**config.mk**
```make
export PLATFORM = sky130hd
export DESIGN_NAME = group_spacing_row_filter
export DESIGN_NICKNAME = d
export VERILOG_FILES = /design/src/sv/gsrf_pkg.sv /design/src/sv/gsrf_front.sv /design/src/sv/gsrf_queue.sv /design/src/sv/gsrf_back.sv /design/src/sv/group_spacing_row_filter.sv
export SDC_FILE = /design/constraint.sdc
export NUM_CORES = 2
export LEC_CHECK = 0
export ABC_AREA = 1
export BUFFER_PORTS_ARGS = -buffer_cell sky130_fd_sc_hd__buf_2
export CAP_MARGIN = 15
export CELL_PAD_IN_SITES_DETAIL_PLACEMENT = 0
export CELL_PAD_IN_SITES_GLOBAL_PLACEMENT = 1
export CORE_MARGIN = 8
export CORE_UTILIZATION = 46
export DETAILED_ROUTE_END_ITERATION = 6
export PLACE_DENSITY = 0.81
export SLEW_MARGIN = 20
export SYNTH_ARGS = -nofsm -noshare
export SYNTH_HDL_FRONTEND = slang
export SYNTH_SLANG_ARGS = --single-unit
export TNS_END_PERCENT = 20
```
**constraint.sdc**
```tcl
create_clock -name clock -period 5.96 [get_ports clock]
set_input_delay 0.298 -clock clock [delete_from_list [all_inputs] [get_ports clock]]
set_output_delay 0.298 -clock clock [all_outputs]
set_load 0.02 [all_outputs]
```
**src/sv/gsrf_pkg.sv**
```systemverilog
// Package for the group spacing row filter: command type passed from the
// front to the back, queue sizing, register map and back-end state codes.
// No dependencies.
package gsrf_pkg;

   localparam int GROUP_DEPTH_DEF = 64;

   // command queue between the front and the back
   localparam int QUEUE_DEPTH = 4;
   localparam int QPTR_W      = $clog2(QUEUE_DEPTH);
   localparam int QCNT_W      = $clog2(QUEUE_DEPTH + 1);

   // register map
   localparam int          CSR_ADDR_W      = 2;
   localparam logic [1:0]  CSR_ADDR_MIN_GAP = 2'd0;
   localparam logic [15:0] MIN_GAP_RESET   = 16'd1;

   // flush: close the open group; store: write row into the group buffer
   typedef struct packed {
      logic        flush;
      logic        ovf;
      logic        store;
      logic [31:0] row;
   } cmd_type;

   typedef enum logic {
      BK_IDLE,
      BK_DRAIN
   } back_state_type;

endpackage

```
**src/sv/gsrf_front.sv**
```systemverilog
// Front of the group spacing row filter: group detection and spacing test.
// Turns accepted items into flush/store commands. Uses gsrf_pkg.
module gsrf_front #(
   parameter int GROUP_DEPTH = 64
) (
   input  logic                clock,
   input  logic                reset,
   input  logic                accept,
   input  logic                is_end,
   input  logic [31:0]         cluster_id,
   input  logic [31:0]         func_id,
   input  logic [31:0]         position,
   input  logic [31:0]         row_id,
   input  logic [15:0]         min_gap,
   output logic                cmd_push,
   output gsrf_pkg::cmd_type   cmd_data
);
   import gsrf_pkg::*;

   localparam int CNT_W = $clog2(GROUP_DEPTH + 1);

   logic             in_group_ff, in_group_in;
   logic [31:0]      cluster_ff, cluster_in;
   logic [31:0]      function_ff, function_in;
   logic [31:0]      last_pos_ff, last_pos_in;
   logic [CNT_W-1:0] count_ff, count_in;
   logic             dropped_ff, dropped_in;

   logic             new_group;
   logic             spaced;

   assign new_group = !in_group_ff || (cluster_id != cluster_ff) ||
                      (func_id != function_ff);
   // 33-bit compare so the sum never wraps
   assign spaced = {1'b0, position} >= ({1'b0, last_pos_ff} + {17'd0, min_gap});

   always_comb begin
      in_group_in    = in_group_ff;
      cluster_in     = cluster_ff;
      function_in    = function_ff;
      last_pos_in    = last_pos_ff;
      count_in       = count_ff;
      dropped_in     = dropped_ff;
      cmd_data.flush = 1'b0;
      cmd_data.ovf   = dropped_ff;
      cmd_data.store = 1'b0;
      cmd_data.row   = row_id;
      if (accept) begin
         if (is_end) begin
            cmd_data.flush = in_group_ff;
            in_group_in    = 1'b0;
            cluster_in     = '0;
            function_in    = '0;
            last_pos_in    = '0;
            count_in       = '0;
            dropped_in     = 1'b0;
         end else if (new_group) begin
            cmd_data.flush = in_group_ff;
            cmd_data.store = 1'b1;
            in_group_in    = 1'b1;
            cluster_in     = cluster_id;
            function_in    = func_id;
            last_pos_in    = position;
            count_in       = CNT_W'(1);
            dropped_in     = 1'b0;
         end else if (spaced) begin
            last_pos_in = position;
            if (count_ff < CNT_W'(GROUP_DEPTH)) begin
               cmd_data.store = 1'b1;
               count_in       = count_ff + CNT_W'(1);
            end else begin
               dropped_in = 1'b1;
            end
         end
      end
   end

   assign cmd_push = accept && (cmd_data.flush || cmd_data.store);

   always_ff @(posedge clock) begin
      if (reset) begin
         in_group_ff <= 1'b0;
         cluster_ff  <= '0;
         function_ff <= '0;
         last_pos_ff <= '0;
         count_ff    <= '0;
         dropped_ff  <= 1'b0;
      end else begin
         in_group_ff <= in_group_in;
         cluster_ff  <= cluster_in;
         function_ff <= function_in;
         last_pos_ff <= last_pos_in;
         count_ff    <= count_in;
         dropped_ff  <= dropped_in;
      end
   end

endmodule

```
**src/sv/gsrf_queue.sv**
```systemverilog
// Short command queue between the front and the back of the row filter.
// Depth from gsrf_pkg::QUEUE_DEPTH. Uses gsrf_pkg.
module gsrf_queue (
   input  logic               clock,
   input  logic               reset,
   input  logic               push,
   input  gsrf_pkg::cmd_type  push_data,
   output logic               full,
   input  logic               pop,
   output logic               empty,
   output gsrf_pkg::cmd_type  pop_data
);
   import gsrf_pkg::*;

   cmd_type           slot_ff [QUEUE_DEPTH];
   logic [QPTR_W-1:0] wr_ptr_ff, wr_ptr_in;
   logic [QPTR_W-1:0] rd_ptr_ff, rd_ptr_in;
   logic [QCNT_W-1:0] cnt_ff, cnt_in;
   logic              do_push, do_pop;

   assign full     = cnt_ff == QCNT_W'(QUEUE_DEPTH);
   assign empty    = cnt_ff == '0;
   assign do_push  = push && !full;
   assign do_pop   = pop && !empty;
   assign pop_data = slot_ff[rd_ptr_ff];

   always_comb begin
      wr_ptr_in = do_push ? wr_ptr_ff + QPTR_W'(1) : wr_ptr_ff;
      rd_ptr_in = do_pop ? rd_ptr_ff + QPTR_W'(1) : rd_ptr_ff;
      cnt_in    = cnt_ff;
      if (do_push && !do_pop) begin
         cnt_in = cnt_ff + QCNT_W'(1);
      end else if (do_pop && !do_push) begin
         cnt_in = cnt_ff - QCNT_W'(1);
      end
   end

   always_ff @(posedge clock) begin
      if (do_push) begin
         slot_ff[wr_ptr_ff] <= push_data;
      end
   end

   always_ff @(posedge clock) begin
      if (reset) begin
         wr_ptr_ff <= '0;
         rd_ptr_ff <= '0;
         cnt_ff    <= '0;
      end else begin
         wr_ptr_ff <= wr_ptr_in;
         rd_ptr_ff <= rd_ptr_in;
         cnt_ff    <= cnt_in;
      end
   end

endmodule

```
**src/sv/gsrf_back.sv**
```systemverilog
// Back of the group spacing row filter: group row buffer and drain pipeline.
// Executes commands from gsrf_queue. Uses gsrf_pkg.
module gsrf_back #(
   parameter int GROUP_DEPTH = 64
) (
   input  logic               clock,
   input  logic               reset,
   input  logic               q_empty,
   input  gsrf_pkg::cmd_type  q_data,
   output logic               q_pop,
   output logic               rsp_empty,
   input  logic               rsp_pop,
   output logic [31:0]        rsp_kept_row,
   output logic               rsp_last_of_group,
   output logic               rsp_overflowed
);
   import gsrf_pkg::*;

   localparam int CNT_W = $clog2(GROUP_DEPTH + 1);
   localparam int IDX_W = $clog2(GROUP_DEPTH);

   back_state_type   state_ff, state_in;

   logic [31:0]      rows_ff [GROUP_DEPTH];
   logic [CNT_W-1:0] count_ff, count_in;
   logic [CNT_W-1:0] rd_idx_ff, rd_idx_in;
   logic             pend_store_ff;
   logic [31:0]      pend_row_ff;
   logic             ovf_ff;

   // fetch stage (registered memory read) and output register
   logic             fv_ff, fv_in;
   logic [31:0]      rd_data_ff;
   logic             rd_last_ff;
   logic             ov_ff, ov_in;
   logic [31:0]      out_row_ff;
   logic             out_last_ff;
   logic             out_ovf_ff;

   logic             start;
   logic             move;
   logic             fetch_fire;
   logic             finish;
   logic             mem_we;
   logic [IDX_W-1:0] mem_waddr;
   logic [31:0]      mem_wdata;
   logic [CNT_W-1:0] base;

   assign move       = fv_ff && (!ov_ff || rsp_pop);
   assign fetch_fire = (state_ff == BK_DRAIN) && (rd_idx_ff != count_ff) &&
                       (!fv_ff || move);
   assign finish     = (state_ff == BK_DRAIN) && move && rd_last_ff;
   assign base       = q_data.flush ? '0 : count_ff;

   always_comb begin
      state_in = state_ff;
      unique case (state_ff)
         BK_IDLE: begin
            if (!q_empty && q_data.flush && count_ff >= CNT_W'(2)) begin
               state_in = BK_DRAIN;
            end
         end
         BK_DRAIN: begin
            if (move && rd_last_ff) begin
               state_in = BK_IDLE;
            end
         end
         default: state_in = BK_IDLE;
      endcase
   end

   always_comb begin
      q_pop     = 1'b0;
      start     = 1'b0;
      mem_we    = 1'b0;
      mem_waddr = base[IDX_W-1:0];
      mem_wdata = q_data.row;
      count_in  = count_ff;
      unique case (state_ff)
         BK_IDLE: begin
            if (!q_empty) begin
               q_pop = 1'b1;
               if (q_data.flush && count_ff >= CNT_W'(2)) begin
                  start = 1'b1;
               end else if (q_data.store) begin
                  mem_we   = 1'b1;
                  count_in = base + CNT_W'(1);
               end else if (q_data.flush) begin
                  count_in = '0;
               end
            end
         end
         BK_DRAIN: begin
            // group done: open the next one with its first row, if one is pending
            if (move && rd_last_ff) begin
               mem_we    = pend_store_ff;
               mem_waddr = '0;
               mem_wdata = pend_row_ff;
               count_in  = pend_store_ff ? CNT_W'(1) : '0;
            end
         end
         default: ;
      endcase
   end

   always_comb begin
      rd_idx_in = rd_idx_ff;
      if (start) begin
         rd_idx_in = '0;
      end else if (fetch_fire) begin
         rd_idx_in = rd_idx_ff + CNT_W'(1);
      end
      fv_in = fetch_fire || (fv_ff && !move);
      ov_in = move || (ov_ff && !rsp_pop);
   end

   always_ff @(posedge clock) begin
      if (mem_we) begin
         rows_ff[mem_waddr] <= mem_wdata;
      end
      if (fetch_fire) begin
         rd_data_ff <= rows_ff[rd_idx_ff[IDX_W-1:0]];
         rd_last_ff <= (rd_idx_ff + CNT_W'(1)) == count_ff;
      end
      if (start) begin
         pend_store_ff <= q_data.store;
         pend_row_ff   <= q_data.row;
         ovf_ff        <= q_data.ovf;
      end
      if (move) begin
         out_row_ff  <= rd_data_ff;
         out_last_ff <= rd_last_ff;
         out_ovf_ff  <= ovf_ff;
      end
   end

   always_ff @(posedge clock) begin
      if (reset) begin
         state_ff  <= BK_IDLE;
         count_ff  <= '0;
         rd_idx_ff <= '0;
         fv_ff     <= 1'b0;
         ov_ff     <= 1'b0;
      end else begin
         state_ff  <= state_in;
         count_ff  <= count_in;
         rd_idx_ff <= rd_idx_in;
         fv_ff     <= fv_in;
         ov_ff     <= ov_in;
      end
   end

   assign rsp_empty         = !ov_ff;
   assign rsp_kept_row      = out_row_ff;
   assign rsp_last_of_group = out_last_ff;
   assign rsp_overflowed    = out_ovf_ff;

   a_count_bound: assert property (@(posedge clock) disable iff (reset)
      count_ff <= CNT_W'(GROUP_DEPTH))
      else $error("group buffer count beyond depth");

   a_fetch_in_drain: assert property (@(posedge clock) disable iff (reset)
      fv_ff |-> state_ff == BK_DRAIN)
      else $error("fetched row outside a drain");

   a_idle_takes_cmd: assert property (@(posedge clock) disable iff (reset)
      (state_ff == BK_IDLE && !q_empty) |-> q_pop)
      else $error("idle back end left a command waiting");

   a_drain_ends_reset: assert property (@(posedge clock) disable iff (reset)
      finish |=> count_ff <= CNT_W'(1))
      else $error("group buffer not restarted after drain");

endmodule

```
**src/sv/group_spacing_row_filter.sv**
```systemverilog
// Group spacing row filter. Records sorted by (cluster_id, func_id) and
// position are taken at one item per cycle when req_full is low; each spaced
// row of a group is written into a GROUP_DEPTH-entry buffer. When a group
// closes and holds two or more rows, the back end drains the buffer one row
// per cycle through a single read port while rsp_pop keeps up; meanwhile the
// four-entry command queue absorbs further items, then req_full rises until
// the drain ends. Uses gsrf_pkg, gsrf_front, gsrf_queue and gsrf_back.
module group_spacing_row_filter #(
   parameter int GROUP_DEPTH = gsrf_pkg::GROUP_DEPTH_DEF
) (
   input  logic                               clock,
   input  logic                               reset,
   // item input
   input  logic                               req_push,
   output logic                               req_full,
   input  logic                               req_is_end,
   input  logic [31:0]                        req_cluster_id,
   input  logic [31:0]                        req_func_id,
   input  logic [31:0]                        req_position,
   input  logic [31:0]                        req_row_id,
   // result output
   output logic                               rsp_empty,
   input  logic                               rsp_pop,
   output logic [31:0]                        rsp_kept_row,
   output logic                               rsp_last_of_group,
   output logic                               rsp_overflowed,
   // register port
   input  logic                               csr_psel,
   input  logic                               csr_penable,
   input  logic                               csr_pwrite,
   input  logic [gsrf_pkg::CSR_ADDR_W-1:0]    csr_paddr,
   input  logic [31:0]                        csr_pwdata,
   output logic [31:0]                        csr_prdata,
   output logic                               csr_pready
);
   import gsrf_pkg::*;

   logic [15:0] min_gap_ff;
   logic        csr_wr;
   logic        accept;
   logic        cmd_push;
   cmd_type     cmd_data;
   logic        q_full;
   logic        q_empty;
   logic        q_pop;
   cmd_type     q_data;

   assign csr_pready = 1'b1;
   assign csr_wr     = csr_psel && csr_penable && csr_pwrite && csr_pready &&
                       (csr_paddr == CSR_ADDR_MIN_GAP);
   assign csr_prdata = (csr_paddr == CSR_ADDR_MIN_GAP) ? {16'd0, min_gap_ff} : 32'd0;

   always_ff @(posedge clock) begin
      if (reset) begin
         min_gap_ff <= MIN_GAP_RESET;
      end else if (csr_wr) begin
         min_gap_ff <= csr_pwdata[15:0];
      end
   end

   assign req_full = q_full;
   assign accept   = req_push && !q_full;

   gsrf_front #(
      .GROUP_DEPTH(GROUP_DEPTH)
   ) u_front (
      .clock       (clock),
      .reset       (reset),
      .accept      (accept),
      .is_end      (req_is_end),
      .cluster_id  (req_cluster_id),
      .func_id     (req_func_id),
      .position    (req_position),
      .row_id      (req_row_id),
      .min_gap     (min_gap_ff),
      .cmd_push    (cmd_push),
      .cmd_data    (cmd_data)
   );

   gsrf_queue u_queue (
      .clock     (clock),
      .reset     (reset),
      .push      (cmd_push),
      .push_data (cmd_data),
      .full      (q_full),
      .pop       (q_pop),
      .empty     (q_empty),
      .pop_data  (q_data)
   );

   gsrf_back #(
      .GROUP_DEPTH(GROUP_DEPTH)
   ) u_back (
      .clock             (clock),
      .reset             (reset),
      .q_empty           (q_empty),
      .q_data            (q_data),
      .q_pop             (q_pop),
      .rsp_empty         (rsp_empty),
      .rsp_pop           (rsp_pop),
      .rsp_kept_row      (rsp_kept_row),
      .rsp_last_of_group (rsp_last_of_group),
      .rsp_overflowed    (rsp_overflowed)
   );

endmodule

```
==> key figures <==
Synthesis
  • Yosys top cell area share: 0.7011
  • Top post-synthesis cells by area: sky130_fd_sc_hd__edfxtp_1 70%, sky130_fd_sc_hd__o21ai_0 7.2%, sky130_fd_sc_hd__nor2_1 6.4%
  • Number of distinct library cells after synthesis: 50
  • Fraction of synthesis flops using an asynchronous set or reset pin: 0
  • Total of flip-flops plus latches after synthesis: 2436
  • Largest area contributor in the synthesized netlist: sky130_fd_sc_hd__edfxtp_1
  • Proportion of synthesized chip area in sequential cells: 0.7311
  • Post-synth EDFFs: 2289
  • Post-synthesis instance area: 98040 um2
  • Predominant post-synthesis flop cell: sky130_fd_sc_hd__edfxtp_1
  • Gate Count Post-Synth: 8002
  • Count of warnings emitted by yosys: 0
  • Post-Synthesis Mean Instance Area: 12.25 um2

STA
  • Remaining max-slew budget at the tightest pin: 0.2257
  • RSZ-0062 raised after global routing: no
  • Max Transition Viols Final: 0
  • Final Hold Fails: 0
  • Final setup violation count: 0
  • Achievable clock frequency: 0.1908 GHz
  • Final Skew: 0.05169 ns
  • Minimum clock period after layout: 5.241 ns
  • Transition time at the pin with the least slew margin: 1.157 ns
  • Share of the clock period used by the worst path after layout: 0.8794

GRT
  • GRT Residual Overflow: 0
  • Global Route Usage Sum: 0.2376
  • Largest net degree at the start of global routing: 242
  • Vias in the first global route: 63980
  • Number of antenna violations at the first check in global routing: 6
  • Wire length of the first global-routing pass: 413.0 mm

Worst setup path
  • WP buf/inv: 4
  • Worst endpoint required time: 6.77 ns
  • Worst setup path end: u_queue.cnt_ff[2]
  • Maximum fanout along the worst path: 10
  • Worst reg2reg path startpoint: min_gap_ff[4]
  • Critical path's top delay family: simple AND/OR/NAND/NOR gates
  • Count of cells along the worst register-to-register path: 34
  • Terminus of the critical flop-to-flop path: u_queue.cnt_ff[2]
  • Kind of start point of the critical path: register
  • CP startpoint: min_gap_ff[4]
  • CP Data Arrival Time: 6.05 ns
  • CP Class: register to register
  • Number of gates on the worst path with buffers counted: 34
  • Slack of the worst reg-to-reg path: 0.72 ns
  • Highest-delay cell along the critical path: sky130_fd_sc_hd__nand2_1
  • Crit path largest cell delay: 0.41 ns
  • Worst setup EP type: register
  • Cell repeated most along the worst path: sky130_fd_sc_hd__nand2_1

Floorplanning
  • Number of top-level pins: 239
  • Starting density of the core: 0.4623
  • Die Span Y: 477.7 um
  • Row Count: 169
  • Area of the die: 228200 um2
  • Core area: 212100 um2
  • Horiz. Die Dim: 477.7 um

Layout
  • Multi-input logic area: 24020 um2
  • Most frequent cells in the layout: 2289 x sky130_fd_sc_hd__edfxtp_1, 1605 x sky130_fd_sc_hd__nor2_1, 1400 x sky130_fd_sc_hd__o21ai_0, 659 x sky130_fd_sc_hd__o22ai_1, 513 x sky130_fd_sc_hd__nand2_1
  • Sequential cell area in the final layout: 71700 um2
  • Final Instance Count excl. Fillers: 11290
  • Total Nets Final: 8489
  • Most common library cell in the layout ignoring fill and taps: sky130_fd_sc_hd__edfxtp_1
  • Layout cells sized above 1: 0.1043
  • Fill cell total of the finished layout: 17510
  • Area of all placed cells without fillers: 111900 um2
  • Util after Layout: 0.5277
  • Synthesis-to-finish area growth: 14.15%

Drt
  • Overall via count from detail_route: 66930
  • Ratio of routed vias to standard cells: 5.927
  • TritonRoute pass-1 iters: 7
  • DR iter-0 viols: 8718
  • Post-route DRC: 1
  • Final antenna-violating net count: 0
  • Wire length per cell: 25.10 um
  • Post-detailed-routing wire length: 283.5 mm

Min path
  • Hold WC Path Type: input pin to register

Outcome
  • Status: complete, but fails checks
  • Violated checks: DRC

Clock network
  • Root Driver: sky130_fd_sc_hd__clkbuf_16
  • Total CTS buffers: 233
  • Clock insertion delay at the later pin of the skew report: 0.89 ns
  • H-Tree Depth: 4
  • Longest Clk Path Bufs: 3
  • Number of sinks on the clock net: 2436
  • Number of buffers added for setup after CTS: 0
  • Clock edge transition at the registers on the reported setup and hold paths: 0.06 ns
  • CTS tree: yes

Power and ir drop
  • IR drop worst, VDD: 0.4247 mV
  • Final Power: 45.81 mW
  • Clock power share: 0.324
  • Static power due to leakage: 37.50 nW
  • Part of the total power dissipated in combinational logic: 0.184
  • Net switching power: 13.64 mW
  • Sw frac: 0.2978
  • Ratio of total power to cell area: 409.3 nW/um2
  • Share of power burned in registers: 0.492
  • Internal power summed over all cells: 32.17 mW

Job
  • Reported max-cap violation count: 0

Place
  • Placed Instances: 10700
  • Area after DPL: 102700 um2
  • # port buffers: 205
  • Gp weighted congestion: 0.8989
  • DP Wirelength: 156.3 mm
-- final cells by class --
| cell class | count | share of cell area |
|---|---|---|
| Clock inverter | 153 | 0.01465 |
| Timing Repair Buffer | 538 | 0.03750 |
| Clock buffer | 288 | 0.05413 |
| Inverter | 194 | 0.006808 |
| Antenna cell | 5 | 0.0001118 |
| Sequential cell | 2436 | 0.6406 |
| Tap cell | 2821 | 0.03154 |
| Multi-Input combinational cell | 4858 | 0.2146 |
-- synthesized netlist by cell type, types with 10 or more instances --
cell / count
sky130_fd_sc_hd__edfxtp_1: 2289
sky130_fd_sc_hd__nor2_1: 1672
sky130_fd_sc_hd__o21ai_0: 1401
sky130_fd_sc_hd__o22ai_1: 659
sky130_fd_sc_hd__nand2_1: 545
sky130_fd_sc_hd__clkbuf_1: 347
sky130_fd_sc_hd__inv_1: 165
sky130_fd_sc_hd__dfxtp_1: 147
sky130_fd_sc_hd__buf_2: 137
sky130_fd_sc_hd__a21oi_1: 122
sky130_fd_sc_hd__o21ai_1: 89
sky130_fd_sc_hd__ha_1: 56
sky130_fd_sc_hd__nand3_1: 53
sky130_fd_sc_hd__xor2_1: 52
sky130_fd_sc_hd__nand4_1: 36
sky130_fd_sc_hd__nor3_1: 35
sky130_fd_sc_hd__buf_4: 27
sky130_fd_sc_hd__inv_2: 25
sky130_fd_sc_hd__xnor2_1: 22
sky130_fd_sc_hd__o32ai_1: 15
sky130_fd_sc_hd__o221ai_1: 13
sky130_fd_sc_hd__buf_1: 10
-- layer usage --
layer,vias up,wire length [um],share of wire,track usage
met3,520,30220,0.11,0.04901
li1,29750,-,-,-
met5,-,43,0.00015,0
met1,32960,113600,0.40,0.3296
met2,3704,127900,0.45,0.3707
met4,8,11710,0.041,0.09101
-- worst reg2reg max path, delay by kind of cell (launching register included) --
kind	cells	cell delay (ns)
flip-flops	1	0.31
XOR/XNOR	1	0.15
adder cells (fa/ha/maj)	4	1.21
buffers and inverters	4	0.26
AND/OR/NAND/NOR	20	2.35
AO/OA/AOI/OAI	5	0.90
-- flip-flops by register name (all words and copies together), names as in the netlist, 3 cells and up, named ones only --
signal               count
u_back.rd_data_ff       32
u_queue.slot_ff        140
u_back.rsp_kept_row     32
u_front.function_ff     32
u_back.rows_ff        2048
u_back.count_ff          7
u_queue.cnt_ff           3
u_front.last_pos_ff     32
min_gap_ff              16
u_front.cluster_ff      32
u_back.pend_row_ff      32
u_back.rd_idx_ff         7
u_front.count_ff         7
-- power groups by stage --
stage               clock network [mW]  registers (mW)  logic, mW
detailed placement                   0            22.9       8.15
floorplan                            0            23.0       4.28
global route                      15.6            22.6       8.97
finish                            14.8            22.5       8.43
global placement                     0            22.9       7.90
CTS                               15.0            22.5       8.25
-- what timing repair did --
item,4_1_cts,5_1_grt
hold endpoints to repair,254,0
hold buffers,148,0
gates resized for setup,0,0
-- logic make-up (layout without fill, tap and decap cells) --
family | Yosys count | in the layout | synth area share
buf+inv | 723 | 1173 | 0.03104
compound gates | 2328 | 2328 | 0.1291
simple gates | 2381 | 2381 | 0.09458
other cells | 2 | 22 | 0.00007660
fa+ha+maj | 58 | 58 | 0.007555
flops | 2436 | 2436 | 0.7311
xor+xnor | 74 | 74 | 0.006610
-- per-stage QoR --
step / hold slack [ns] / TNS [ns] / setup slack, ns
finish: 0.1622 / 0 / 0.7188
global placement: 0.4034 / 0 / 0.6106
detailed placement: 0.4045 / 0 / 0.6922
CTS: 0.09688 / 0 / 0.6759
global route: 0.1627 / 0 / 0.1573
floorplan: 0.3969 / -18.83 / -0.1345
-- worst min-delay path by stage --
stage | from | endpoint | slack (ns) | depth (start not counted)
global placement | u_back.rd_data_ff[17] | u_back.rsp_kept_row[17] | 0.40 | 0
finish | req_func_id[22] | u_front.function_ff[22] | 0.16 | 4
detailed placement | u_back.rd_data_ff[5] | u_back.rsp_kept_row[5] | 0.40 | 0
floorplan | req_row_id[0] | u_queue.slot_ff[0][0] | 0.40 | 0
global route | req_row_id[30] | u_queue.slot_ff[1][30] | 0.16 | 2
CTS | req_func_id[24] | u_front.function_ff[24] | 0.1 | 4
(Power assumes the default switching activity.)
